<file path="src/hdl/owe_pkg.sv">
// Shared types and constants for the override window extractor.
package owe_pkg;

    localparam int TS_W        = 63;
    localparam int MODE_W      = 8;
    localparam int MARGIN_W    = 40;
    localparam int INDEX_W     = 32;
    localparam int CFG_INDEX_W = 3;
    localparam int CFG_DATA_W  = 40;

    localparam logic [TS_W-1:0]    TS_MAX    = {TS_W{1'b1}};
    localparam logic [INDEX_W-1:0] INDEX_MAX = {INDEX_W{1'b1}};

    localparam logic [MODE_W-1:0] OVERRIDE_MODE_RST = 8'd4;
    localparam logic [MODE_W-1:0] INITIAL_MODE_RST  = 8'd1;

    localparam logic CMD_SAMPLE = 1'b0;
    localparam logic CMD_FLUSH  = 1'b1;

    // Configuration register indexes
    typedef enum logic [CFG_INDEX_W-1:0] {
        CFG_OVERRIDE_MODE = 3'd0,
        CFG_INITIAL_MODE  = 3'd1,
        CFG_FILTER_ENABLE = 3'd2,
        CFG_MIN_DURATION  = 3'd3,
        CFG_PRE_MARGIN    = 3'd4,
        CFG_POST_MARGIN   = 3'd5
    } cfg_reg_t;

    typedef struct packed {
        logic              command;
        logic [MODE_W-1:0] mode;
        logic [TS_W-1:0]   timestamp_ns;
    } item_t;

    typedef struct packed {
        logic [TS_W-1:0]    raw_start_ns;
        logic [TS_W-1:0]    raw_end_ns;
        logic [TS_W-1:0]    window_start_ns;
        logic [TS_W-1:0]    window_end_ns;
        logic [INDEX_W-1:0] event_index;
        logic               last;
    } result_t;

    // Work handed from the front to the back: a kept raw interval and/or a flush
    typedef struct packed {
        logic            close;
        logic            flush;
        logic [TS_W-1:0] span_start;
        logic [TS_W-1:0] span_end;
        logic [TS_W-1:0] win_start;
        logic [TS_W-1:0] win_end;
    } entry_t;

endpackage

</file>
<file path="src/hdl/owe_front.sv">
// Front end: configuration registers, mode tracking and interval classification.
module owe_front (
    input  logic                          clk,
    input  logic                          rst_n,
    input  logic                          cfg_valid,
    input  logic [owe_pkg::CFG_INDEX_W-1:0] cfg_index,
    input  logic [owe_pkg::CFG_DATA_W-1:0]  cfg_data,
    input  logic                          item_valid,
    output logic                          item_ready,
    input  owe_pkg::item_t                item,
    output logic                          push_valid,
    input  logic                          push_ready,
    output owe_pkg::entry_t               push_entry
);
    import owe_pkg::*;

    logic [MODE_W-1:0]   override_mode_reg;
    logic [MODE_W-1:0]   initial_mode_reg;
    logic                filter_enable_reg;
    logic [MARGIN_W-1:0] min_duration_reg;
    logic [MARGIN_W-1:0] pre_margin_reg;
    logic [MARGIN_W-1:0] post_margin_reg;

    logic [MODE_W-1:0] prev_mode_reg;
    logic              open_reg;
    logic [TS_W-1:0]   start_reg;

    logic              was_override;
    logic              now_override;
    logic              is_flush;
    logic              sample_close;
    logic              accept;
    logic              keep;
    logic [TS_W:0]     duration;
    logic [TS_W:0]     end_sum;
    logic [TS_W-1:0]   win_start_calc;
    logic [TS_W-1:0]   win_end_calc;

    // Classify the incoming beat
    always_comb
    begin
        was_override = (prev_mode_reg == override_mode_reg);
        now_override = (item.mode == override_mode_reg);
        is_flush     = (item.command == CMD_FLUSH);
        sample_close = !is_flush && was_override && !now_override && open_reg;
        accept       = item_valid && item_ready;

        // Window bounds from the held start time, with the margins in force at close
        if (start_reg > TS_W'(pre_margin_reg))
            win_start_calc = start_reg - TS_W'(pre_margin_reg);
        else
            win_start_calc = '0;
        end_sum      = {1'b0, start_reg} + (TS_W+1)'(post_margin_reg);
        win_end_calc = end_sum[TS_W] ? TS_MAX : end_sum[TS_W-1:0];

        // Drop short or reversed intervals when filtering
        duration = {1'b0, item.timestamp_ns} - {1'b0, start_reg};
        keep     = !filter_enable_reg ||
                   (!duration[TS_W] && (duration[TS_W-1:0] >= TS_W'(min_duration_reg)));

        push_valid            = item_valid && (is_flush || (sample_close && keep));
        push_entry.close      = is_flush ? (open_reg && keep) : 1'b1;
        push_entry.flush      = is_flush;
        push_entry.span_start = start_reg;
        push_entry.span_end   = item.timestamp_ns;
        push_entry.win_start  = win_start_calc;
        push_entry.win_end    = win_end_calc;
    end

    assign item_ready = push_ready;

    // Control state and configuration
    always_ff @(posedge clk or negedge rst_n)
    begin
        if (!rst_n)
        begin
            override_mode_reg <= OVERRIDE_MODE_RST;
            initial_mode_reg  <= INITIAL_MODE_RST;
            filter_enable_reg <= 1'b0;
            min_duration_reg  <= '0;
            pre_margin_reg    <= '0;
            post_margin_reg   <= '0;
            prev_mode_reg     <= INITIAL_MODE_RST;
            open_reg          <= 1'b0;
        end
        else
        begin
            if (accept)
            begin
                if (is_flush)
                begin
                    open_reg      <= 1'b0;
                    prev_mode_reg <= initial_mode_reg;
                end
                else
                begin
                    if (!was_override && now_override)
                        open_reg <= 1'b1;
                    else if (sample_close)
                        open_reg <= 1'b0;
                    prev_mode_reg <= item.mode;
                end
            end
            if (cfg_valid)
            begin
                case (cfg_index)
                    CFG_OVERRIDE_MODE: override_mode_reg <= cfg_data[MODE_W-1:0];
                    CFG_INITIAL_MODE:
                    begin
                        initial_mode_reg <= cfg_data[MODE_W-1:0];
                        prev_mode_reg    <= cfg_data[MODE_W-1:0];
                    end
                    CFG_FILTER_ENABLE: filter_enable_reg <= cfg_data[0];
                    CFG_MIN_DURATION:  min_duration_reg  <= cfg_data[MARGIN_W-1:0];
                    CFG_PRE_MARGIN:    pre_margin_reg    <= cfg_data[MARGIN_W-1:0];
                    CFG_POST_MARGIN:   post_margin_reg   <= cfg_data[MARGIN_W-1:0];
                    default: ;
                endcase
            end
        end
    end

    // Capture the start time when an override opens
    always_ff @(posedge clk)
    begin
        if (accept && !is_flush && !was_override && now_override)
        begin
            start_reg <= item.timestamp_ns;
        end
    end

endmodule

</file>
<file path="src/hdl/owe_queue.sv">
// Small flip-flop queue between front and back.
module owe_queue #(
    parameter int DEPTH = 2
) (
    input  logic            clk,
    input  logic            rst_n,
    input  logic            push_valid,
    output logic            push_ready,
    input  owe_pkg::entry_t push_entry,
    output logic            head_valid,
    input  logic            pop,
    output owe_pkg::entry_t head
);
    import owe_pkg::*;

    localparam int PTR_W = (DEPTH > 1) ? $clog2(DEPTH) : 1;
    localparam int CNT_W = $clog2(DEPTH + 1);

    entry_t             slots_reg [DEPTH];
    logic [PTR_W-1:0]   wr_ptr_reg;
    logic [PTR_W-1:0]   rd_ptr_reg;
    logic [CNT_W-1:0]   count_reg;
    logic               do_push;
    logic               do_pop;

    assign push_ready = (count_reg != CNT_W'(DEPTH));
    assign head_valid = (count_reg != '0);
    assign head       = slots_reg[rd_ptr_reg];
    assign do_push    = push_valid && push_ready;
    assign do_pop     = pop && head_valid;

    // Advance pointers and occupancy
    always_ff @(posedge clk or negedge rst_n)
    begin
        if (!rst_n)
        begin
            wr_ptr_reg <= '0;
            rd_ptr_reg <= '0;
            count_reg  <= '0;
        end
        else
        begin
            if (do_push)
                wr_ptr_reg <= (wr_ptr_reg == PTR_W'(DEPTH - 1)) ? '0 : wr_ptr_reg + 1'b1;
            if (do_pop)
                rd_ptr_reg <= (rd_ptr_reg == PTR_W'(DEPTH - 1)) ? '0 : rd_ptr_reg + 1'b1;
            if (do_push && !do_pop)
                count_reg <= count_reg + 1'b1;
            else if (do_pop && !do_push)
                count_reg <= count_reg - 1'b1;
        end
    end

    // Store the pushed entry
    always_ff @(posedge clk)
    begin
        if (do_push)
            slots_reg[wr_ptr_reg] <= push_entry;
    end

endmodule

</file>
<file path="src/hdl/owe_back.sv">
// Back end: merges windows into the pending event and emits result beats.
module owe_back (
    input  logic             clk,
    input  logic             rst_n,
    input  logic             head_valid,
    input  owe_pkg::entry_t  head,
    output logic             pop,
    output logic             result_valid,
    input  logic             result_ready,
    output owe_pkg::result_t result
);
    import owe_pkg::*;

    typedef enum logic [1:0] {
        PH_CLOSE = 2'b01,
        PH_FLUSH = 2'b10
    } phase_t;

    phase_t             phase_reg, phase_next;
    logic               pend_valid_reg, pend_valid_next;
    logic [TS_W-1:0]    pend_rs_reg, pend_rs_next;
    logic [TS_W-1:0]    pend_re_reg, pend_re_next;
    logic [TS_W-1:0]    pend_ws_reg, pend_ws_next;
    logic [TS_W-1:0]    pend_we_reg, pend_we_next;
    logic [INDEX_W-1:0] count_reg, count_next;
    logic               out_valid_reg, out_valid_next;
    result_t            out_reg, out_next;

    logic               can_out;
    logic               overlap;
    logic               do_flush;
    logic [INDEX_W-1:0] count_inc;

    assign result_valid = out_valid_reg;
    assign result       = out_reg;

    always_comb
    begin
        phase_next      = phase_reg;
        pend_valid_next = pend_valid_reg;
        pend_rs_next    = pend_rs_reg;
        pend_re_next    = pend_re_reg;
        pend_ws_next    = pend_ws_reg;
        pend_we_next    = pend_we_reg;
        count_next      = count_reg;
        out_next        = out_reg;
        out_valid_next  = out_valid_reg && !result_ready;
        pop             = 1'b0;
        do_flush        = 1'b0;

        can_out   = !out_valid_reg || result_ready;
        overlap   = pend_valid_reg && (pend_ws_reg <= head.win_end) &&
                    (head.win_start <= pend_we_reg);
        count_inc = (count_reg == INDEX_MAX) ? count_reg : count_reg + 1'b1;

        // Load the beat from the pending event only once the output slot frees
        if (can_out)
        begin
            out_next.raw_start_ns    = pend_rs_reg;
            out_next.raw_end_ns      = pend_re_reg;
            out_next.window_start_ns = pend_ws_reg;
            out_next.window_end_ns   = pend_we_reg;
            out_next.event_index     = count_reg;
            out_next.last            = 1'b1;
        end

        if (head_valid && can_out)
        begin
            case (phase_reg)
                PH_CLOSE:
                begin
                    if (head.close)
                    begin
                        if (overlap)
                        begin
                            // Merge into the pending event
                            if (head.win_start < pend_ws_reg) pend_ws_next = head.win_start;
                            if (head.win_end > pend_we_reg)   pend_we_next = head.win_end;
                            if (head.span_start < pend_rs_reg) pend_rs_next = head.span_start;
                            if (head.span_end > pend_re_reg)   pend_re_next = head.span_end;
                        end
                        else
                        begin
                            // Emit the old event and start a new one
                            if (pend_valid_reg)
                            begin
                                out_valid_next = 1'b1;
                                out_next.last  = !head.flush;
                                count_next     = count_inc;
                            end
                            pend_valid_next = 1'b1;
                            pend_rs_next    = head.span_start;
                            pend_re_next    = head.span_end;
                            pend_ws_next    = head.win_start;
                            pend_we_next    = head.win_end;
                        end
                        if (head.flush)
                            phase_next = PH_FLUSH;
                        else
                            pop = 1'b1;
                    end
                    else
                    begin
                        do_flush = 1'b1;
                    end
                end
                PH_FLUSH:
                begin
                    do_flush = 1'b1;
                end
                default:
                begin
                    phase_next = PH_CLOSE;
                end
            endcase
        end

        // Drain the pending event and start a new log
        if (do_flush)
        begin
            if (pend_valid_reg)
                out_valid_next = 1'b1;
            pend_valid_next = 1'b0;
            count_next      = '0;
            phase_next      = PH_CLOSE;
            pop             = 1'b1;
        end
    end

    always_ff @(posedge clk or negedge rst_n)
    begin
        if (!rst_n)
        begin
            phase_reg      <= PH_CLOSE;
            pend_valid_reg <= 1'b0;
            count_reg      <= '0;
            out_valid_reg  <= 1'b0;
        end
        else
        begin
            phase_reg      <= phase_next;
            pend_valid_reg <= pend_valid_next;
            count_reg      <= count_next;
            out_valid_reg  <= out_valid_next;
        end
    end

    // Hold the event and result payloads
    always_ff @(posedge clk)
    begin
        pend_rs_reg <= pend_rs_next;
        pend_re_reg <= pend_re_next;
        pend_ws_reg <= pend_ws_next;
        pend_we_reg <= pend_we_next;
        out_reg     <= out_next;
    end

endmodule

</file>
<file path="src/hdl/override_window_extractor_core.sv">
// Top level: override window extractor, front, queue and back joined.
// Path: an accepted input beat pushes an entry into the queue; the back end takes it
// from the queue head, behind earlier work, and registers the result beat it causes.
// Throughput: one input beat per cycle while the queue has room; a flush that closes
// a kept override takes a close step and a flush step, one per result it may emit.
// Reset: asynchronous, active low; clears control state and returns every
// configuration register to its reset value. No clearing pass is needed.
module override_window_extractor_core #(
    parameter int QUEUE_DEPTH = 2
) (
    input  logic                            clk,
    input  logic                            rst_n,
    input  logic                            cfg_valid,
    output logic                            cfg_ready,
    input  logic [owe_pkg::CFG_INDEX_W-1:0] cfg_index,
    input  logic [owe_pkg::CFG_DATA_W-1:0]  cfg_data,
    input  logic                            item_valid,
    output logic                            item_ready,
    input  owe_pkg::item_t                  item,
    output logic                            result_valid,
    input  logic                            result_ready,
    output owe_pkg::result_t                result
);
    import owe_pkg::*;

    logic   push_valid;
    logic   push_ready;
    entry_t push_entry;
    logic   head_valid;
    logic   pop;
    entry_t head;

    assign cfg_ready = 1'b1;

    owe_front u_front (
        .clk        (clk),
        .rst_n      (rst_n),
        .cfg_valid  (cfg_valid),
        .cfg_index  (cfg_index),
        .cfg_data   (cfg_data),
        .item_valid (item_valid),
        .item_ready (item_ready),
        .item       (item),
        .push_valid (push_valid),
        .push_ready (push_ready),
        .push_entry (push_entry)
    );

    owe_queue #(
        .DEPTH (QUEUE_DEPTH)
    ) u_queue (
        .clk        (clk),
        .rst_n      (rst_n),
        .push_valid (push_valid),
        .push_ready (push_ready),
        .push_entry (push_entry),
        .head_valid (head_valid),
        .pop        (pop),
        .head       (head)
    );

    owe_back u_back (
        .clk          (clk),
        .rst_n        (rst_n),
        .head_valid   (head_valid),
        .head         (head),
        .pop          (pop),
        .result_valid (result_valid),
        .result_ready (result_ready),
        .result       (result)
    );

endmodule

</file>
<file path="config.mk">
export PLATFORM = sky130hd
export DESIGN_NAME = override_window_extractor_core
export DESIGN_NICKNAME = d
export VERILOG_FILES = /design/src/hdl/owe_pkg.sv /design/src/hdl/owe_front.sv /design/src/hdl/owe_queue.sv /design/src/hdl/owe_back.sv /design/src/hdl/override_window_extractor_core.sv
export SDC_FILE = /design/constraint.sdc
export NUM_CORES = 2
export LEC_CHECK = 0
export BUFFER_PORTS_ARGS = -buffer_cell sky130_fd_sc_hd__buf_2
export CAP_MARGIN = 40
export CORE_MARGIN = 3
export CORE_UTILIZATION = 45
export CTS_BUF_LIST = sky130_fd_sc_hd__clkbuf_8
export DETAILED_ROUTE_END_ITERATION = 8
export SYNTH_ARGS = -nofsm -noshare
export SYNTH_HDL_FRONTEND = slang
export SYNTH_SLANG_ARGS = --single-unit
</file>
<file path="constraint.sdc">
create_clock -name clk -period 46.3 [get_ports clk]
set_input_delay 2.315 -clock clk [delete_from_list [all_inputs] [get_ports clk]]
set_output_delay 2.315 -clock clk [all_outputs]
set_load 0.05 [all_outputs]
</file>
== Word-level counts from Yosys, hierarchy flattened ==
Memory sizes are Yosys's and may differ from the RTL's.
Index checks and enable logic that the tools add are counted.
W data, S select, Z words.

* Register bits: 786
* Bits in writable memories: 508
* Bits of input ports: 120
* Output and inout port bits: 288
* Memories: 1

{| class="wikitable"
|+ Memory list
! memory !! words !! width !! rd ports !! clocked after memory_dff !! wr ports !! line !! text
|-
| u_queue.slots_reg || 2 || 254 || 1 || 0 || 1 || owe_queue.sv:19 || <nowiki>entry_t slots_reg [DEPTH];</nowiki>
|}

* Add/subtract/negate cells: 8
* Order comparisons: 8
* Equal/unequal tests: 20
* Muxes and demuxes: 62
* Reductions and logical operators: 55

{| class="wikitable"
|+ Operators with widths
! cell !! number
|-
| $mux W63 || 10
|-
| $mux W32 || 7
|-
| $gt A63 B63 Y1 || 2
|-
| $le A63 B63 Y1 || 2
|-
| $lt A63 B63 Y1 || 2
|-
| $add A63 B40 Y64 || 1
|-
| $sub A63 B63 Y64 || 1
|-
| $ge A63 B40 Y1 || 1
|-
| $gt A63 B40 Y1 || 1
|-
| $sub A63 B40 Y63 || 1
|-
| $mux W1 || 33
|-
| $add A32 B1 Y32 const B || 1
|-
| $eq A32 B32 Y1 const B || 1
|-
| $mux W8 || 4
|-
| $reduce_and A4 Y1 || 6
|-
| $logic_and A1 B1 Y1 || 20
|-
| $eq A8 B8 Y1 || 2
|-
| $reduce_and A2 Y1 || 7
|-
| $mux W2 || 6
|-
| $ne A2 B2 Y1 const B || 6
|-
| $reduce_bool A2 Y1 || 6
|-
| $logic_not A1 Y1 || 10
|-
| $eq A3 B2 Y1 const B || 2
|-
| $eq A3 B3 Y1 const B || 2
|-
| other kinds (15) || 19
|}

== Logic depth before layout (Yosys ltp) ==
* Word-level depth: 12
* Gate-level depth with buffers: 28
* Depth with buffers taken out: 28

== Hierarchy ==
From an unflattened synthesis, not the netlist that was laid out.

* Cells, all modules: 5174
* Area total of the unflattened synthesis: 65273.9 um^2

{| class="wikitable"
|+ By module, submodules not included
! module !! times used !! cells an instance !! area an instance (um^2)
|-
| owe_back || 1 || 2051 || 27388.8
|-
| owe_front || 1 || 2313 || 19202.2
|-
| owe_queue || 1 || 808 || 18671.7
|-
| override_window_extractor_core || 1 || 2 || 11.3
|}

== Worst setup path after synthesis ==
No wires, ideal clock.

* Kind: input-to-reg
* From: in item[0] in the netlist's numbering
* To: mem u_queue.slots_reg[0][0] in the netlist's numbering, enable pin
* Setup time: 0.904 ns
* Arrival: 17.171 ns
* Required time: 45.396 ns
* Slack: 28.225 ns
* Stages on the path: 24
* Path buffers: 0
* Cell sequence: inv_1 ha_1 fa_1 nand2b_1 a21oi_1 o21ai_1 o31ai_2 a31oi_1 o21ai_0 a21oi_1 xnor2_1 ha_1 nand4_1 nor2_1 nand4_1 o2111a_1 o2111ai_1 nor4_1 nand4_1 a2111oi_2 nand4_1 nor4_4 a311oi_4 nor2b_1

* Cells in the longest elaborated chain, start to end: 10

{| class="wikitable"
|+ Ends and longest elaborated chain
! item !! line !! text
|-
| start: declaration || override_window_extractor_core.sv:19 || <nowiki>input owe_pkg::item_t item,</nowiki>
|-
| $sub A63 B63 Y64 * || owe_front.sv:57 || <nowiki>duration = {1'b0, item.timestamp_ns} - {1'b0, start_reg};</nowiki>
|-
| $ge A63 B40 Y1 / $logic_not A1 Y1 (equally long branches) || owe_front.sv:59 || <nowiki>(!duration[TS_W] && (duration[TS_W-1:0] >= TS_W'(min_duration_reg)));</nowiki>
|-
| $logic_and A1 B1 Y1 * || owe_front.sv:59 ||
|-
| $logic_or A1 B1 Y1 * || owe_front.sv:58 || <nowiki>keep = !filter_enable_reg ||</nowiki>
|-
| $logic_and A1 B1 Y1 * || owe_front.sv:61 || <nowiki>push_valid = item_valid && (is_flush || (sample_close && keep));</nowiki>
|-
| $logic_or A1 B1 Y1 * || owe_front.sv:61 ||
|-
| $logic_and A1 B1 Y1 * || owe_front.sv:61 ||
|-
| $logic_and A1 B1 Y1 * || owe_queue.sv:29 || <nowiki>assign do_push = push_valid && push_ready;</nowiki>
|-
| net u_queue.do_push || owe_queue.sv:23 || <nowiki>logic do_push;</nowiki>
|-
| $mux W1 * || owe_queue.sv:57 || <nowiki>if (do_push)</nowiki>
|-
| $mux W1 (implied by the code) * || owe_queue.sv:58 || <nowiki>slots_reg[wr_ptr_reg] <= push_entry;</nowiki>
|-
| end: declaration || owe_queue.sv:19 ||
|}

The timed path passes the listed nets; every way through them passes the cells marked *.

== Worst setup path after layout ==
* From: in item[6] in the netlist's numbering
* To: mem u_queue.slots_reg[0][131] in the netlist's numbering, enable pin

Same word-level chain as after synthesis.

==> flow_metrics.py <==
metrics = {
    "finish": {
        "mostFrequentLayoutCells": "1107 x edfxtp_1, 589 x inv_1, 563 x ha_1",
        "largest_reg_flops": 508,
        "regArea_um2": 37900,
        "drive_above_1_share_pct": 19.0,
        "layout_commonest_cell": "edfxtp_1",
        "area_growth_pct": 13.8,
        "finalNonFillerCells": 7729,
        "multi_input_area_um2": 24300,
        "fillCellCount": 12300,
        "nets": 6328,
    },
    "yosys": {
        "syn_nets": 5783,
        "synth_top_family_by_area": "adder cells",
        "synth_fa_ha_area_share_pct": 11.0,
        "async_flop_share_pct": 14.4,
        "avgSynthCellArea_um2": 12.7,
        "yosys-top-cells-area": "edfxtp_1 51%, ha_1 11%, dfrtp_1 7.1%",
        "synth_top_area_cell": "edfxtp_1",
        "synth_top_area_share_pct": 51.5,
        "synth.yosys.warnings": 0,
        "syn_area_um2": 64600,
        "yosys-mux-area-fraction_pct": 6.14,
        "synthCells": 5097,
        "synth_edf_count": 1107,
        "synth_compound_area_share_pct": 9.84,
        "ys_seq_elements": 1294,
        "yosysUniqueCellTypes": 95,
        "synthXorXnorAreaFrac_pct": 2.14,
        "synthSimpleGateAreaFrac_pct": 8.36,
        "synth_top_flop_cell": "edfxtp_1",
        "synth_seq_area_share_pct": 58.7,
    },
    "drt": {
        "wl_per_cell_um": 23.1,
        "dr.pass1.iters": 7,
        "drtIter0Drc": 3364,
        "ant_nets": 0,
        "drc_errors": 0,
        "via_per_inst": 5.51,
        "vias": 42600,
        "wirelength_um": 178000,
    },
    "hold_path": {
        "min_from": "u_back.pend_we_reg[51]$_DFFE_PP_",
        "hp-class": "reg -> reg",
    },
    "outcome": {
        "status": "finished clean",
    },
    "sta": {
        "min_period_ns": 8.95,
        "skew_ns": 0.0485,
        "worst_pin_slew_ns": 1.01,
        "slew_headroom_pct": 32.8,
        "grt_setup_unrepaired": "no",
        "fin_crit_sh_pct": 19.3,
        "final_hold_viol_count": 0,
        "final.setup.tns_ns": 0,
        "drv_slew": 0,
        "layout_setup_ws_ns": 37.35,
        "timing.fmax_mhz": 112,
        "finalSetupViolCount": 0,
    },
    "global_routing": {
        "grt_max_degree": 126,
        "grt_pass1_vias": 42300,
        "grt_usage_pct": 24.0,
        "grt_overflow_total": 0,
        "grt_pass1_wl_um": 265000,
        "antenna_found_initial": 19,
    },
    "floorplan": {
        "ios": 408,
        "placementRows": 138,
        "start_util_pct": 45.4,
        "dieArea_um2": 148000,
        "die_x_um": 385,
        "core_um2": 142000,
        "die_h_um": 385,
    },
    "placement": {
        "place_inst": 7315,
        "port_buffers": 406,
        "pre_cts_ws_ns": 36.60,
        "routabilityCongestion": 0.948,
        "hpwl_um": 136000,
    },
    "cts": {
        "cts_resized": 0,
        "clock_latency_ns": 0.95,
        "cts_tree": "yes",
        "post_cts_buffers": 0,
        "cts.root.buffer_cell": "clkbuf_8",
        "cts_buffer_depth": 3,
        "numCtsBuffers": 215,
        "numClockSinks": 1294,
        "hold_buffers": 0,
        "htreeDepth": 4,
        "clkTransAtPathRegs_ns": 0.06,
    },
    "pwr": {
        "p_leak_nw": 31.1,
        "powerDensity_nw_per_um2": 66.4,
        "ir_drop_uv": 56.7,
    },
    "worst_setup_path": {
        "timing.rr.start": "u_queue.rd_ptr_reg$_DFFE_PN0P_",
        "endpoint_kind": "flop",
        "crit_start": "item[6]",
        "required_ns": 46.86,
        "path_class": "in -> reg",
        "critPathLaunchType": "primary input",
        "critPathArrivalTime_ns": 9.50,
        "cp_max_fo": 52,
    },
    "job": {
        "drv_cap": 0,
    },
}
==> kinds of logic (layout without fill, tap and decap cells) <==
logic type               Yosys count  in the layout
flip-flops                      1294           1294
multiplexers                     361            361
AO/OA/AOI/OAI                    997            997
other                              1             15
AND/OR/NAND/NOR                 1075           1075
adder cells (fa/ha/maj)          566            566
buffers and inverters            645           1373
XOR/XNOR                         158            158
==> routing by layer <==
layer / track usage, % / vias to the layer above / part of all wire (%)
met5: 0 / - / 0
met4: 7.03 / 0 / 2.5
met3: 4.01 / 243 / 5.5
met2: 35.1 / 1315 / 43
met1: 36.5 / 21000 / 49
li1: - / 20000 / -
==> Yosys cell counts, drive strengths merged (101+ instances only) <==
cell	n
a21o	199
edfxtp	1107
inv	515
dfrtp	182
ha	563
mux2	281
nand2	292
nand4	152
a21oi	311
clkbuf	101
o21ai	234
nor2	234
==> report_power, final <==
part / switching, mW / internal, mW
Combinational: 1.33 / 0.614
Sequential: 0.179 / 1.74
Clock: 0.476 / 0.536
==> metrics by stage <==
| stage | total power [mW] | cell area [µm²] | hold slack [ns] | util [%] |
|---|---|---|---|---|
| finish | 4.88 | 73500 | 0.429 | 51.7 |
| global route | 5.19 | 73500 | 0.437 | 51.7 |
| CTS | 4.92 | 73400 | 0.423 | 51.7 |
| detailed placement | 3.89 | 69100 | 0.434 | 48.6 |
| global placement | 3.84 | 68800 | 0.431 | 48.4 |
| floorplan | 3.32 | 64600 | 0.426 | - |
==> cell type report <==
cell class / count / area share [%]
inverter: 516 / 2.64
antenna: 14 / 0.0477
multi-input combinational: 3158 / 33.1
clock buffer: 233 / 4.36
tap: 1890 / 3.22
clock inverter: 167 / 1.53
sequential: 1294 / 51.6
timing repair buffer: 457 / 3.52
==> critical path, cell delays in order <==
cell and delay, ns:
buf_2 0.13, ha_1 0.38, a21oi_1 0.32, nand2_1 0.11, o21ai_0 0.58, nand4_1 0.23, nand3_1 0.22, nand3_1 0.16
a21oi_1 0.20, xnor2_1 0.11, ha_1 0.39, nand4_1 0.11, nor4_1 0.57, nand4_1 0.29, o2111a_1 0.21, o2111ai_1 0.08
nor4_1 0.08, nand4_1 0.13, a2111oi_2 0.06, nand4_1 0.17, nor4_4 0.08, a311oi_4 0.42, nor2b_4 0.42, buf_12 0.24
buf_4 0.61, buf_4 0.74
==> path summary, 6_finish.rpt <==
path	end	slack, ns	cells after the start
setup / recovery	u_queue.slots_reg[0][131]$_DFFE_PP_	37.35	26
hold / removal	u_back.result[84]$_DFFE_PN_	0.43	0
setup reg to reg	u_back.pend_ws_reg[18]$_DFFE_PP_	37.83	18
hold reg to reg	u_back.result[84]$_DFFE_PN_	0.43	0
max in group asynchronous	u_front.post_margin_reg[18]$_DFFE_PN0P_	43.57	2
min in group asynchronous	u_back.count_reg[10]$_DFFE_PN0P_	1.46	1
Power figures use the tool's default switching activity.
